===== src/hw/rtl/gio_pkg.sv =====
package gio_pkg;

    // Field and register widths
    localparam int CELL_W     = 16;
    localparam int SIDE_CFG_W = 9;
    localparam int RAD_CFG_W  = 3;
    localparam int CFG_IDX_W  = 3;
    localparam int CFG_DATA_W = 16;

    // Largest radius the radius register can express
    localparam int RAD_CFG_MAX = 7;

    // Largest side the side register can express
    localparam int SIDE_CFG_MAX = 511;

    // Register indexes of the configuration port
    localparam logic [CFG_IDX_W-1:0] REG_MAP_SIDE      = 3'd0;
    localparam logic [CFG_IDX_W-1:0] REG_RADIUS_CELLS  = 3'd1;
    localparam logic [CFG_IDX_W-1:0] REG_OBSTACLE_CODE = 3'd2;
    localparam logic [CFG_IDX_W-1:0] REG_INFLATED_CODE = 3'd3;

    // Control flags carried by every window cell
    typedef struct packed {
        logic valid;
        logic obst;
    } flags_t;

    // Cell codes used by the result logic
    typedef struct packed {
        logic [CELL_W-1:0] obstacle;
        logic [CELL_W-1:0] inflated;
    } codes_t;

endpackage


===== src/hw/rtl/gio_cell.sv =====
module gio_cell #(
    parameter int ROW_W = 10,
    parameter int COL_W = 8
) (
    input  logic                        clk,
    input  logic                        rst_n,
    input  logic                        shift,
    input  logic                        clear,
    input  gio_pkg::flags_t             d_flags,
    input  logic [ROW_W-1:0]            d_row,
    input  logic [COL_W-1:0]            d_col,
    input  logic [gio_pkg::CELL_W-1:0]  d_value,
    input  logic [ROW_W-1:0]            center_row,
    output gio_pkg::flags_t             q_flags,
    output logic [ROW_W-1:0]            q_row,
    output logic [COL_W-1:0]            q_col,
    output logic [gio_pkg::CELL_W-1:0]  q_value,
    output logic                        hit
);

    gio_pkg::flags_t            flags_reg;
    logic [ROW_W-1:0]           row_reg;
    logic [COL_W-1:0]           col_reg;
    logic [gio_pkg::CELL_W-1:0] value_reg;

    // Take the neighbor's slot; drop everything on a frame restart
    always_ff @(posedge clk or negedge rst_n)
    begin
        if (!rst_n)
        begin
            flags_reg <= '0;
        end
        else if (clear)
        begin
            flags_reg <= '0;
        end
        else if (shift)
        begin
            flags_reg <= d_flags;
        end
    end

    // Hold position tags and cell code of the slot
    always_ff @(posedge clk)
    begin
        if (shift)
        begin
            row_reg   <= d_row;
            col_reg   <= d_col;
            value_reg <= d_value;
        end
    end

    // An obstacle counts only within the row of the window center
    assign hit = flags_reg.valid & flags_reg.obst & (row_reg == center_row);

    assign q_flags = flags_reg;
    assign q_row   = row_reg;
    assign q_col   = col_reg;
    assign q_value = value_reg;

endmodule


===== config.mk =====
export PLATFORM = sky130hd
export DESIGN_NAME = gio_cell
export DESIGN_NICKNAME = d
export VERILOG_FILES = /design/src/hw/rtl/gio_pkg.sv /design/src/hw/rtl/gio_cell.sv
export SDC_FILE = /design/constraint.sdc
export NUM_CORES = 1
export LEC_CHECK = 0
export ABC_AREA = 1
export BUFFER_PORTS_ARGS = -buffer_cell sky130_fd_sc_hd__buf_4
export CORE_MARGIN = 5
export CORE_UTILIZATION = 44
export CTS_BUF_LIST = sky130_fd_sc_hd__clkbuf_16
export CTS_CLUSTER_DIAMETER = 80
export DETAILED_ROUTE_END_ITERATION = 16
export GPL_ROUTABILITY_DRIVEN = 0
export MAX_ROUTING_LAYER = met4
export PLACE_DENSITY = 0.91
export SYNTH_ARGS = -nofsm -noshare
export SYNTH_HDL_FRONTEND = slang
export SYNTH_SLANG_ARGS = --single-unit

===== constraint.sdc =====
create_clock -name clk -period 2 [get_ports clk]
set_input_delay 0 -clock clk [delete_from_list [all_inputs] [get_ports clk]]
set_output_delay 0 -clock clk [all_outputs]
set_load 0.01 [all_outputs]

* After elaboration in Yosys (flattened, before gate mapping) *
Index checks and enable logic that the tools add are counted.

operators by class
  equality and inequality tests = 1
  multiplexer cells = 2
  bitwise gates (word level) = 2
  reduce and logical (&&, ||, !) cells = 1

operators with widths
  kind                count
  $eq A10 B10 Y1      1
  $mux W2             2
  $and A1 B1 Y1       2
  $reduce_bool A2 Y1  1

word-level totals
  register bits after elaboration = 36
  input port bits = 50
  output and inout bits = 37
  word-level logic and storage cells = 11

* Depth between registers and ports, before layout *
Gate-level depths: netlist of the first run.

  word-level depth = 2
  gate-level depth with buffers = 8
  depth with buffers taken out = 8

* Worst setup path after synthesis of the first run *
No wires, ideal clock.

  path kind = flip-flop to output port
  start = register row_reg[4] (netlist: q_row[4])
  end = output hit
  arrival time = 0.903 ns
  data required time = 2.000 ns
  path slack = 1.097 ns
  stages on the path, launching flop included = 8
  buffers on the path = 0
  cells stage by stage = edfxtp_1 -> inv_1 -> nand2_1 -> nand2_1 -> nand2_1 -> nor2_2 -> nand2_1 -> nor2_2

on the way
  cells in the longest elaborated chain, start to end = 2

RTL lines
  element                 RTL line        text
  start, declared         gio_cell.sv:22  logic [ROW_W-1:0] row_reg;
  start signal, assigned  gio_cell.sv:48  row_reg <= d_row;
  $eq A10 B10 Y1          gio_cell.sv:55  assign hit = flags_reg.valid & flags_reg.obst & (row_reg == center_row);
  $and A1 B1 Y1           gio_cell.sv:55
  end, declared           gio_cell.sv:18  output logic hit

No other way between the ends.

* Final worst setup path of the first run *
  start = register row_reg[1] (netlist: q_row[1])
  end = output hit

The elaborated chain is that of the path after synthesis.

==> insert_results.sql, run 1 <==
INSERT INTO impl_metrics (metric_group, metric, value, unit) VALUES
('global_routing', 'grt_overflow', '0', ''),
('worst_setup_path', 'path_cells', 'nand2_1 -> nand2_1 -> inv_1 -> nand2_1 -> nor2_2 -> nand2_1 -> nor2_2 -> buf_4', ''),
('logic_synthesis', 'net_count_synth', '145', ''),
('clocking', 'cts_tree', 'done', ''),
('power', 'clock_power_share', '37.2', '%'),
('worst_setup_path', 'timing.critical_path.mode_cell', 'sky130_fd_sc_hd__nand2_1', ''),
('sta', 'grt_setup_unrepaired', 'no', ''),
('power', 'vdd_ir_drop_max', '0.830', 'mV'),
('worst_setup_path', 'worst-path-buf-inv', '2', ''),
('finish', 'final_core_util', '89.3', '%'),
('sta', 'max_slew_margin', '69.8', '%'),
('sta', 'final.period_utilization', '64.8', '%'),
('worst_setup_path', 'timing.critical_path.required', '2000', 'ps'),
('clocking', 'setup_fix_buffers_added_after_clock_tree_synthesis', '0', ''),
('finish', 'antennaDiodeCount', '0', ''),
('logic_synthesis', 'dominantRegCellSynth', 'sky130_fd_sc_hd__edfxtp_1', ''),
('logic_synthesis', 'ys_async_sr_fraction', '5.56', '%'),
('clocking', 'cts_htree_levels', '2', ''),
('logic_synthesis', 'synthXorXnorAreaFrac', '0.665', '%'),
('power', 'seq_power_share', '46.5', '%'),
('finish', 'layout.cells.non_filler', '256', ''),
('worst_setup_path', 'crit_path_end_kind', 'output port', ''),
('clocking', 'cts_made_buffers', '5', ''),
('global_routing', 'grt_first_pass_wirelength', '7.81', 'mm'),
('sta', 'finalSetupViolations', '0', ''),
('finish', 'final_layout_size_suffix_gt1_share', '41.3', '%'),
('drt', 'drt_iter0_drc', '108', ''),
('drt', 'wl_per_instance', '20.1', 'microns'),
('finish', 'multiInputGateArea', '175', 'sq um'),
('logic_synthesis', 'synth_simple_gate_area_share', '10.4', '%'),
('drt', 'route.vias.total', '1274', ''),
('power', 'p_leak', '0.00118', 'uW'),
('global_routing', 'grt_antenna_before_repair', '0', ''),
('logic_synthesis', 'synthesis.area', '1320', 'sq um'),
('sta', 'fin_skew', '0', 'ps'),
('sta', 'timing.setup.tns', '0', 'ps'),
('sta', 'worst_slew_pin_slew', '453', 'ps'),
('status', 'status', 'finished clean', ''),
('power', 'net_switching_power', '458', 'uW'),
('finish', 'synthToLayoutAreaGrowth', '90.1', '%'),
('sta', 'post-route-min-period', '1300', 'ps'),
('run', 'max_cap_viol_count', '0', ''),
('logic_synthesis', 'post-synth-top-area-cell', 'sky130_fd_sc_hd__edfxtp_1', ''),
('logic_synthesis', 'synth_most_common_cell', 'sky130_fd_sc_hd__edfxtp_1', ''),
('worst_hold_path', 'worst_hold_path_class', 'in2async', ''),
('logic_synthesis', 'synth_enable_flop_cells', '34', ''),
('drt', 'drt_pass1_iterations', '4', ''),
('placed_design', 'place_inst', '212', ''),
('power', 'pwr_density_cell', '793', 'nW/um^2'),
('worst_setup_path', 'critPathSlowestCell', 'sky130_fd_sc_hd__edfxtp_1', ''),
('power', 'combPwrFrac', '16.3', '%'),
('clocking', 'cts-root-to-sink-buffers', '2', ''),
('floorplan', 'initial_core_util', '47.0', '%'),
('floorplan', 'die_w', '64.7', 'microns'),
('floorplan', 'placementRows', '19', ''),
('logic_synthesis', 'synth-compound-area-share', '2.18', '%'),
('finish', 'design.final.nets', '275', ''),
('logic_synthesis', 'synth_top_area_share', '77.5', '%'),
('clocking', 'tritoncts_num_sinks', '36', ''),
('logic_synthesis', 'synth.avg_cell_area', '13.9', 'sq um'),
('worst_setup_path', 'setup.worst_path.start_class', 'flip-flop', ''),
('logic_synthesis', 'yosys_warnings', '0', ''),
('logic_synthesis', 'post_synth_fa_ha_maj_area_fraction', '0', '%'),
('clocking', 'clkTransAtPathRegs', '50', 'ps'),
('logic_synthesis', 'muxShareOfSynthArea', '0', '%'),
('drt', 'detail_route.drc_violations', '0', ''),
('global_routing', 'pin_count_of_the_biggest_net_entering_global_routing', '38', ''),
('worst_setup_path', 'critical-path-top-delay-family', 'flip-flops', ''),
('clocking', 'cts-hold-fix-buffers', '37', ''),
('worst_setup_path', 'critical_path.max_stage_delay', '420', 'ps'),
('global_routing', 'grt_use_total', '27.3', '%');
==> power groups by stage <==
| stage | logic (uW) | registers, uW | clock network, uW |
|---|---|---|---|
| 6_report | 324 | 923 | 738 |
| 5_1_grt | 345 | 928 | 786 |
| 4_1_cts | 311 | 917 | 705 |
| 3_5_place_dp | 249 | 930 | 0 |
| 3_3_place_gp | 242 | 927 | 0 |
| 2_1_floorplan | 34.2 | 959 | 0 |
==> layer usage <==
metal	track usage, %	up-vias	part of all wire [%]
li1	-	568	-
met1	29.9	595	38
met2	43.3	97	49
met3	11.1	14	10
met4	13.2	0	3.2
met5	-	-	0
==> final timing paths <==
check	startpoint	to	slack (ps)	cells after the start
max	q_row[1]	hit	700	8
min	rst_n	q_flags[0]	50	2
max reg2reg	q_flags[1]	q_flags[1]	1140	2
min reg2reg	q_flags[0]	q_flags[0]	610	2
max in group asynchronous	rst_n	q_flags[1]	1870	2
min in group clk	clear	q_flags[0]	60	3
==> stage by stage <==
step / setup WS [ps] / instance area [sq um] / total power [uW]
after global routing: 605 / 2500 / 2060
after detailed placement: 1000 / 2000 / 1180
after global placement: 1070 / 2000 / 1170
after floorplan: 1100 / 1320 / 994
final: 705 / 2500 / 1990
after CTS: 710 / 2500 / 1930
==> final cells by class <==
cell class / count / share of cell area, %
Timing Repair Buffer: 123 / 40.6
Inverter: 19 / 2.85
Multi-Input combinational cell: 40 / 6.99
Sequential cell: 36 / 42.8
Tap cell: 31 / 1.55
Clock buffer: 5 / 5.00
Clock inverter: 2 / 0.300
==> kinds of logic after synthesis <==
family	after synthesis
buffers and inverters	19
flip-flops	36
AO/OA/AOI/OAI	5
XOR/XNOR	1
AND/OR/NAND/NOR	34
==> sequential cells by signal, indices dropped and copies added, names as in the netlist <==
signal	flops
q_row	10
q_flags	2
q_col	8
q_value	16
==> cell usage in the layout (no fill, tap or decap), types with 2 or more instances in the layout <==
master	count
sky130_fd_sc_hd__nor2_2	2
sky130_fd_sc_hd__clkinv_1	2
sky130_fd_sc_hd__dfrtp_1	2
sky130_fd_sc_hd__nor2_1	4
sky130_fd_sc_hd__clkbuf_16	5
sky130_fd_sc_hd__inv_1	19
sky130_fd_sc_hd__dlygate4sd3_1	37
sky130_fd_sc_hd__o21ai_0	3
sky130_fd_sc_hd__nand2_1	25
sky130_fd_sc_hd__buf_4	86
sky130_fd_sc_hd__nand3_1	2
sky130_fd_sc_hd__edfxtp_1	34
No activity file was read; power rests on OpenSTA's default activity.
==> run 2, diff against run 1 <==
--- a/config.mk
+++ b/config.mk
@@ -8,13 +8,13 @@
 export ABC_AREA = 1
 export BUFFER_PORTS_ARGS = -buffer_cell sky130_fd_sc_hd__buf_4
 export CORE_MARGIN = 5
-export CORE_UTILIZATION = 44
+export CORE_UTILIZATION = 37
 export CTS_BUF_LIST = sky130_fd_sc_hd__clkbuf_16
 export CTS_CLUSTER_DIAMETER = 80
 export DETAILED_ROUTE_END_ITERATION = 16
 export GPL_ROUTABILITY_DRIVEN = 0
 export MAX_ROUTING_LAYER = met4
-export PLACE_DENSITY = 0.91
+export PLACE_DENSITY = 0.83
 export SYNTH_ARGS = -nofsm -noshare
 export SYNTH_HDL_FRONTEND = slang
 export SYNTH_SLANG_ARGS = --single-unit
==> constraint.sdc (replaced) <==
create_clock -name clk -period 1.05 [get_ports clk]
set_input_delay 0 -clock clk [delete_from_list [all_inputs] [get_ports clk]]
set_output_delay 0 -clock clk [all_outputs]
set_load 0.01 [all_outputs]
==> run 2 against run 1 <==
Compared with the run above:
- the run now ends with negative setup slack left
- wire length is 22% lower
- worst setup slack worse by 920 ps
- utilization is 14 points lower
- non-clock buffer count is 2 higher
- highest routed layer unchanged
==> insert_results.sql, run 2 (synthesis gave the netlist of run 1 again) <==
INSERT INTO impl_metrics (metric_group, metric, value, unit) VALUES
('status', 'status', 'finished with violations', ''),
('status', 'violations_in_the_final_reports', 'negative setup slack', ''),
('worst_setup_path', 'rr_endpoint', 'q_flags[1]', ''),
('floorplan', 'placementRows', '21', ''),
('worst_setup_path', 'cp_data_arrival_time', '1270', 'ps'),
('power', 'combPwrFrac', '16.3', '%'),
('worst_setup_path', 'critical_path.max_stage_delay', '410', 'ps'),
('worst_setup_path', 'worstSetupStartpoint', 'q_row[6]', ''),
('floorplan', 'die_h', '69.7', 'microns'),
('finish', 'sequential_cell_area', '1070', 'sq um'),
('finish', 'largest_register_ffs', '16', ''),
('worst_setup_path', 'reg2reg_from', 'q_flags[1]', ''),
('finish', 'final_core_util', '75.1', '%'),
('worst_setup_path', 'critical-path-top-delay-family', 'simple AND/OR/NAND/NOR gates', ''),
('worst_hold_path', 'hold_path_startpoint', 'clear', ''),
('finish', 'final_layout_size_suffix_gt1_share', '41.7', '%'),
('placed_design', 'hpwl', '2.34', 'mm'),
('run', 'max_cap_viol_count', '0', ''),
('worst_setup_path', 'critPathSlowestCell', 'sky130_fd_sc_hd__edfxtp_1', ''),
('floorplan', 'fp.dieArea', '4850', 'sq um'),
('clocking', 'clock_latency', '270', 'ps'),
('power', 'net_switching_power', '785', 'uW'),
('worst_setup_path', 'reg2reg_setup_slack', '410', 'ps'),
('power', 'sw_frac_of_total', '21.2', '%'),
('worst_setup_path', 'worst_r2r_path_depth', '2', ''),
('clocking', 'clkTransAtPathRegs', '50', 'ps'),
('power', 'pwr_density_cell', '1460', 'nW/um^2'),
('worst_hold_path', 'worst_hold_path_class', 'in2reg', ''),
('finish', 'top_library_cells_by_usage_in_the_layout_fill_and_taps_aside', 'sky130_fd_sc_hd__buf_4, sky130_fd_sc_hd__dlygate4sd3_1, sky130_fd_sc_hd__edfxtp_1', ''),
('sta', 'grt_setup_unrepaired', 'yes', ''),
('floorplan', 'fp.coreArea', '3390', 'sq um'),
('drt', 'ant_nets', '0', ''),
('worst_setup_path', 'worst-path-buf-inv', '2', ''),
('power', 'cell_internal_pwr', '2920', 'uW'),
('drt', 'drt_iter0_drc', '43', ''),
('finish', 'design_area', '2540', 'sq um'),
('drt', 'detail_route.drc_violations', '0', ''),
('sta', 'final-max-slew-violation-count', '0', ''),
('drt', 'route.vias.total', '1186', ''),
('global_routing', 'grt_use_total', '17.5', '%'),
('global_routing', 'pin_count_of_the_biggest_net_entering_global_routing', '38', ''),
('global_routing', 'grt_first_pass_wirelength', '6.13', 'mm'),
('clocking', 'tritoncts_num_sinks', '36', ''),
('sta', 'maxClockFrequency', '789', 'MHz'),
('floorplan', 'ioPinCount', '87', ''),
('global_routing', 'vias_in_the_first_global_route', '1243', ''),
('sta', 'final.period_utilization', '121', '%'),
('drt', 'vias_per_cell', '4.31', ''),
('clocking', 'clockRootBuffer', 'sky130_fd_sc_hd__clkbuf_16', ''),
('clocking', 'cts_htree_levels', '2', ''),
('finish', 'nFillCells', '210', ''),
('finish', 'multiInputGateArea', '175', 'sq um'),
('worst_setup_path', 'timing.critical_path.mode_cell', 'sky130_fd_sc_hd__nand2_1', ''),
('sta', 'timing_hold_violations_final', '0', ''),
('drt', 'drt_pass1_iterations', '4', ''),
('drt', 'routed_wl', '4.03', 'mm'),
('power', 'vdd_ir_drop_max', '1.60', 'mV'),
('global_routing', 'grt_antenna_before_repair', '1', ''),
('clocking', 'cts_tree', 'done', ''),
('worst_setup_path', 'critPathKind', 'reg2out', ''),
('worst_setup_path', 'worstPathMaxFanout', '3', ''),
('worst_setup_path', 'timing.critical_path.required', '1050', 'ps'),
('finish', 'layout.cells.most_common', 'sky130_fd_sc_hd__buf_4', ''),
('global_routing', 'grt_overflow', '0', ''),
('placed_design', 'placed_area', '2020', 'sq um'),
('worst_setup_path', 'setup.worst_path.start_class', 'flip-flop', ''),
('sta', 'post-route-min-period', '1270', 'ps'),
('power', 'clock_power_share', '36.4', '%'),
('drt', 'wl_per_instance', '14.7', 'microns'),
('clocking', 'ctsResizeCount', '0', ''),
('sta', 'finalSetupViolations', '1', ''),
('sta', 'setup_slack', '-218', 'ps'),
('worst_setup_path', 'crit_path_end_kind', 'output port', ''),
('sta', 'max_slew_margin', '69.9', '%'),
('clocking', 'cts_made_buffers', '5', ''),
('power', 'p_leak', '0.00119', 'uW'),
('clocking', 'cts-root-to-sink-buffers', '2', ''),
('sta', 'worst_slew_pin_slew', '452', 'ps'),
('worst_hold_path', 'worst_hold_end', 'q_flags[0]', ''),
('finish', 'synthToLayoutAreaGrowth', '93.2', '%'),
('worst_hold_path', 'min_delay_path_depth', '4', ''),
('floorplan', 'initial_core_util', '38.9', '%'),
('sta', 'fin_skew', '0', 'ps'),
('placed_design', 'post-place-ws', '36.2', 'ps'),
('placed_design', 'numPortBuffers', '86', ''),
('floorplan', 'die_w', '69.7', 'microns'),
('power', 'seq_power_share', '47.3', '%'),
('finish', 'design.final.nets', '277', ''),
('worst_setup_path', 'path_cells', 'inv_1 -> nand2_1 -> nand2_1 -> nand2_1 -> nor2_2 -> nand2_1 -> nor2_2 -> buf_4', '');
run 2: worst max-delay path by stage:
| stage | slack (ps) | endpoint | depth (start not counted) |
|---|---|---|---|
| 2_1_floorplan | 150 | hit | 7 |
| 3_5_place_dp | 40 | hit | 8 |
| 3_3_place_gp | 70 | hit | 8 |
| 6_report | -220 | hit | 8 |
| 5_1_grt | -320 | hit | 8 |
| 4_1_cts | -240 | hit | 8 |
run 2: metal layers:
metal	routed length, microns	share of wire (%)	GRT usage, %	vias up
met5	0	0	-	-
met4	44	1.1	5.96	0
met3	550	14	9.71	5
met2	1810	45	25.7	76
met1	1620	40	20.3	530
li1	-	-	-	575
run 2: area by class of cell:
cell class	count	share of cell area, %
sequential	36	42.1
clock inverter	3	0.442
antenna	1	0.0983
timing repair buffer	125	40.5
tap	46	2.26
inverter	19	2.80
clock buffer	5	4.92
multi-input combinational	40	6.88
run 2: worst reg2reg max path: stages, from the launching register on:
cell	delay [ps]
sky130_fd_sc_hd__dfrtp_1	390
sky130_fd_sc_hd__inv_1	50
sky130_fd_sc_hd__o21ai_0	80
run 2: stage by stage:
stage / setup TNS, ps / cells / power, uW / hold slack, ps
after CTS: -235 / 274 / 3670 / 12.3
after floorplan: 0 / 95 / 1890 / -296
after global routing: -317 / 275 / 3850 / 44.4
final: -218 / 275 / 3700 / 15.9
after detailed placement: 0 / 227 / 2240 / -215
after global placement: 0 / 227 / 2230 / -217
run 2: power by group through the flow:
stage	Combinational [uW]	Sequential, uW	Clock (uW)
after floorplan	65.2	1830	0
after global placement	464	1760	0
after detailed placement	472	1770	0
after CTS	592	1740	1330
after global routing	649	1760	1440
final	603	1750	1350
run 2: what timing repair did:
action / CTS / global route
endpoints found under the hold margin: 38 / 0
pin swaps: 2 / 2
hold buffers: 37 / 0
buffers inserted: 2 / 0
endpoints found under the setup margin: 1 / 1
==> run 3, diff against run 2 <==
--- a/config.mk
+++ b/config.mk
@@ -5,10 +5,9 @@
 export SDC_FILE = /design/constraint.sdc
 export NUM_CORES = 1
 export LEC_CHECK = 0
-export ABC_AREA = 1
 export BUFFER_PORTS_ARGS = -buffer_cell sky130_fd_sc_hd__buf_4
 export CORE_MARGIN = 5
-export CORE_UTILIZATION = 37
+export CORE_UTILIZATION = 36
 export CTS_BUF_LIST = sky130_fd_sc_hd__clkbuf_16
 export CTS_CLUSTER_DIAMETER = 80
 export DETAILED_ROUTE_END_ITERATION = 16
==> run 3 against run 2 <==
Compared with the run above:
- the flow still finishes with violations (negative setup slack)
- wire length rose by 8.2%
- combinational power rose by 2%
- global-route usage rose by 2.0 points
- die area fell by 4.2%
- synthesized cell count fell by 42%
- hold slack improved by 28 ps
- power rose by 0.56%
- utilization rose by 0.43 points
- critical path type unchanged
- critical endpoint unchanged
- largest cell class is now buffers
==> insert_results.sql, run 3 <==
INSERT INTO impl_metrics (metric_group, metric, value, unit) VALUES
('worst_setup_path', 'timing.critical_path.required', '1050', 'ps'),
('floorplan', 'initial_core_util', '36.8', '%'),
('placed_design', 'placed_area', '1970', 'sq um'),
('logic_synthesis', 'ys_seq_elements', '36', ''),
('drt', 'drt_iter0_drc', '24', ''),
('drt', 'drt_pass1_iterations', '4', ''),
('logic_synthesis', 'synth_seq_area_share', '87.9', '%'),
('logic_synthesis', 'synth_cell_type_count', '11', ''),
('drt', 'route.vias.total', '1040', ''),
('clocking', 'cts_htree_levels', '2', ''),
('sta', 'timing.setup.tns', '-600', 'ps'),
('logic_synthesis', 'post-synth-top-area-cell', 'sky130_fd_sc_hd__edfxtp_1', ''),
('worst_setup_path', 'critical_path.max_stage_delay', '520', 'ps'),
('sta', 'post-route-min-period', '1650', 'ps'),
('sta', 'max_slew_margin', '86.1', '%'),
('global_routing', 'grt_first_pass_wirelength', '6.06', 'mm'),
('floorplan', 'die_w', '68.2', 'microns'),
('worst_setup_path', 'rr_endpoint', 'q_flags[0]', ''),
('worst_hold_path', 'hold_path_startpoint', 'shift', ''),
('finish', 'final_layout_size_suffix_gt1_share', '51.3', '%'),
('logic_synthesis', 'synthesis.area', '1220', 'sq um'),
('sta', 'final-max-slew-violation-count', '0', ''),
('worst_hold_path', 'worst_hold_path_class', 'in2reg', ''),
('sta', 'grt_setup_unrepaired', 'yes', ''),
('global_routing', 'grt_antenna_before_repair', '0', ''),
('placed_design', 'post-place-ws', '-288', 'ps'),
('global_routing', 'pin_count_of_the_biggest_net_entering_global_routing', '22', ''),
('floorplan', 'fp.dieArea', '4650', 'sq um'),
('sta', 'worst_slew_pin_slew', '203', 'ps'),
('drt', 'vias_per_cell', '4.35', ''),
('clocking', 'clkTransAtPathRegs', '60', 'ps'),
('power', 'pwr_density_cell', '1490', 'nW/um^2'),
('worst_setup_path', 'reg2reg_from', 'q_flags[0]', ''),
('floorplan', 'fp.coreArea', '3310', 'sq um'),
('logic_synthesis', 'ys_async_sr_fraction', '5.56', '%'),
('logic_synthesis', 'synthXorXnorAreaFrac', '7.19', '%'),
('clocking', 'cts_tree', 'done', ''),
('finish', 'top_library_cells_by_usage_in_the_layout_fill_and_taps_aside', 'sky130_fd_sc_hd__buf_4, sky130_fd_sc_hd__dlygate4sd3_1, sky130_fd_sc_hd__edfxtp_1', ''),
('finish', 'design.final.nets', '242', ''),
('clocking', 'tritoncts_num_sinks', '36', ''),
('worst_setup_path', 'setup.worst_path.start_class', 'flip-flop', ''),
('logic_synthesis', 'netlist_top_cells_count', 'sky130_fd_sc_hd__edfxtp_1, sky130_fd_sc_hd__xnor2_1, sky130_fd_sc_hd__xor2_1', ''),
('clocking', 'clockRootBuffer', 'sky130_fd_sc_hd__clkbuf_16', ''),
('power', 'power', '3720', 'uW'),
('logic_synthesis', 'dominant_combinational_cell_family_by_area_after_synthesis', 'XOR/XNOR gates', ''),
('power', 'vdd_ir_drop_max', '1.03', 'mV'),
('worst_setup_path', 'cp_data_arrival_time', '1650', 'ps'),
('finish', 'nFillCells', '201', ''),
('logic_synthesis', 'biggest_area_contributors_in_the_synthesized_netlist', 'sky130_fd_sc_hd__edfxtp_1, sky130_fd_sc_hd__xnor2_1, sky130_fd_sc_hd__dfrtp_1, sky130_fd_sc_hd__xor2_1, sky130_fd_sc_hd__mux2i_1', ''),
('logic_synthesis', 'synth_enable_flop_cells', '34', ''),
('logic_synthesis', 'synth.avg_cell_area', '22.2', 'sq um'),
('sta', 'timing_hold_violations_final', '0', ''),
('global_routing', 'grt_use_total', '19.5', '%'),
('logic_synthesis', 'muxShareOfSynthArea', '1.64', '%'),
('drt', 'wl_per_instance', '18.2', 'microns'),
('worst_setup_path', 'path_cells', 'xor2_1 -> or4_4 -> nor3_2 -> buf_4', ''),
('clocking', 'cts_made_buffers', '5', ''),
('floorplan', 'die_h', '68.2', 'microns'),
('worst_setup_path', 'reg2reg_setup_slack', '170', 'ps'),
('finish', 'synthToLayoutAreaGrowth', '105', '%'),
('placed_design', 'hpwl', '2.56', 'mm'),
('worst_setup_path', 'crit_path_end_kind', 'output port', ''),
('worst_setup_path', 'critPathSlowestCell', 'sky130_fd_sc_hd__or4_4', ''),
('logic_synthesis', 'post_synthesis_cells', '55', ''),
('sta', 'final.period_utilization', '157', '%'),
('logic_synthesis', 'post_synth_fa_ha_maj_area_fraction', '0', '%'),
('status', 'violations_in_the_final_reports', 'negative setup slack', ''),
('sta', 'hold_ws', '43.4', 'ps'),
('sta', 'finalSetupViolations', '1', ''),
('drt', 'ant_nets', '0', ''),
('clocking', 'clock_latency', '270', 'ps'),
('logic_synthesis', 'synth_most_common_cell', 'sky130_fd_sc_hd__edfxtp_1', ''),
('run', 'max_cap_viol_count', '0', ''),
('global_routing', 'vias_in_the_first_global_route', '1170', ''),
('floorplan', 'placementRows', '21', ''),
('worst_setup_path', 'worstPathMaxFanout', '2', ''),
('sta', 'maxClockFrequency', '606', 'MHz'),
('logic_synthesis', 'synth-compound-area-share', '0', '%'),
('status', 'status', 'finished with violations', ''),
('floorplan', 'ioPinCount', '87', ''),
('logic_synthesis', 'synth_simple_gate_area_share', '3.29', '%'),
('worst_setup_path', 'critPathKind', 'reg2out', ''),
('sta', 'setup_slack', '-600', 'ps'),
('drt', 'routed_wl', '4.36', 'mm'),
('worst_setup_path', 'worst_r2r_path_depth', '3', ''),
('finish', 'antennaDiodeCount', '0', ''),
('logic_synthesis', 'yosys_warnings', '0', ''),
('logic_synthesis', 'dominantRegCellSynth', 'sky130_fd_sc_hd__edfxtp_1', ''),
('worst_hold_path', 'worst_hold_end', 'q_row[6]', ''),
('drt', 'detail_route.drc_violations', '0', ''),
('global_routing', 'grt_overflow', '0', ''),
('finish', 'largest_register_ffs', '16', ''),
('logic_synthesis', 'synth_top_area_share', '83.8', '%'),
('logic_synthesis', 'net_count_synth', '105', ''),
('finish', 'layout.cells.most_common', 'sky130_fd_sc_hd__buf_4', ''),
('finish', 'design_area', '2500', 'sq um'),
('power', 'p_leak', '0.00108', 'uW'),
('placed_design', 'numPortBuffers', '86', ''),
('clocking', 'cts-root-to-sink-buffers', '2', ''),
('worst_hold_path', 'min_delay_path_depth', '1', ''),
('sta', 'fin_skew', '0', 'ps');
run 3: changes by cell type after synthesis, moves of 2 or more:
cell | previous run | this run
sky130_fd_sc_hd__mux2i_1 | 0 | 2
sky130_fd_sc_hd__o21ai_0 | 3 | 0
sky130_fd_sc_hd__xor2_1 | 1 | 3
sky130_fd_sc_hd__nor2_1 | 4 | 2
sky130_fd_sc_hd__inv_1 | 19 | 0
sky130_fd_sc_hd__nand2_1 | 25 | 1
sky130_fd_sc_hd__xnor2_1 | 0 | 7
sky130_fd_sc_hd__nor2_2 | 2 | 0
run 3: where the power goes:
group | switching (uW) | total [uW] | internal [uW]
Combinational | 227 | 614 | 387
Clock | 506 | 1360 | 852
Sequential | 52.6 | 1750 | 1700
run 3: worst max-delay path by stage:
| stage | start | endpoint | slack [ps] | cells after the start |
|---|---|---|---|---|
| floorplan | q_row[3] | hit | -230 | 3 |
| global placement | q_row[3] | hit | -250 | 4 |
| detailed placement | q_row[3] | hit | -290 | 4 |
| CTS | q_row[3] | hit | -570 | 4 |
| global route | q_row[3] | hit | -630 | 4 |
| finish | q_row[3] | hit | -600 | 4 |
run 3: cell type report:
type / instances / area (sq um) / area share (%)
Timing Repair Buffer: 130 / 1080 / 43.3
Clock inverter: 3 / 11.3 / 0.450
Tap cell: 46 / 57.6 / 2.30
Sequential cell: 36 / 1070 / 42.8
Multi-Input combinational cell: 19 / 151 / 6.06
Clock buffer: 5 / 125 / 5.01
run 3: cell families after synthesis:
group / count (synthesis)
muxes: 2
and+or+nand+nor: 7
DFF: 36
xor gates and xnor gates: 10
run 3: what timing repair did:
item | in CTS | in global routing
buffers inserted | 1 | 0
endpoints found under the hold margin | 38 | 0
hold buffers | 38 | 0
resized for setup | 0 | 1
setup endpoints to repair | 1 | 1
run 3: routing by layer:
metal	wire (microns)	GRT usage, %	part of all wire, %
met1	1600	20.3	37
met2	2220	34.3	51
met3	533	7.72	12
met4	8	5.21	0.18
met5	0	-	0
run 3: metrics by stage:
stage	instances	utilization, %
global placement	192	59.6
detailed placement	192	59.6
CTS	239	75.4
global route	239	75.5
finish	239	75.5
floorplan	55	-
run 3: critical path, delay by kind of cell, from the launching register on:
kind	cells	cell delay, ps
simple gates	2	650
flops	1	420
xor+xnor	1	160
buf+inv	1	140
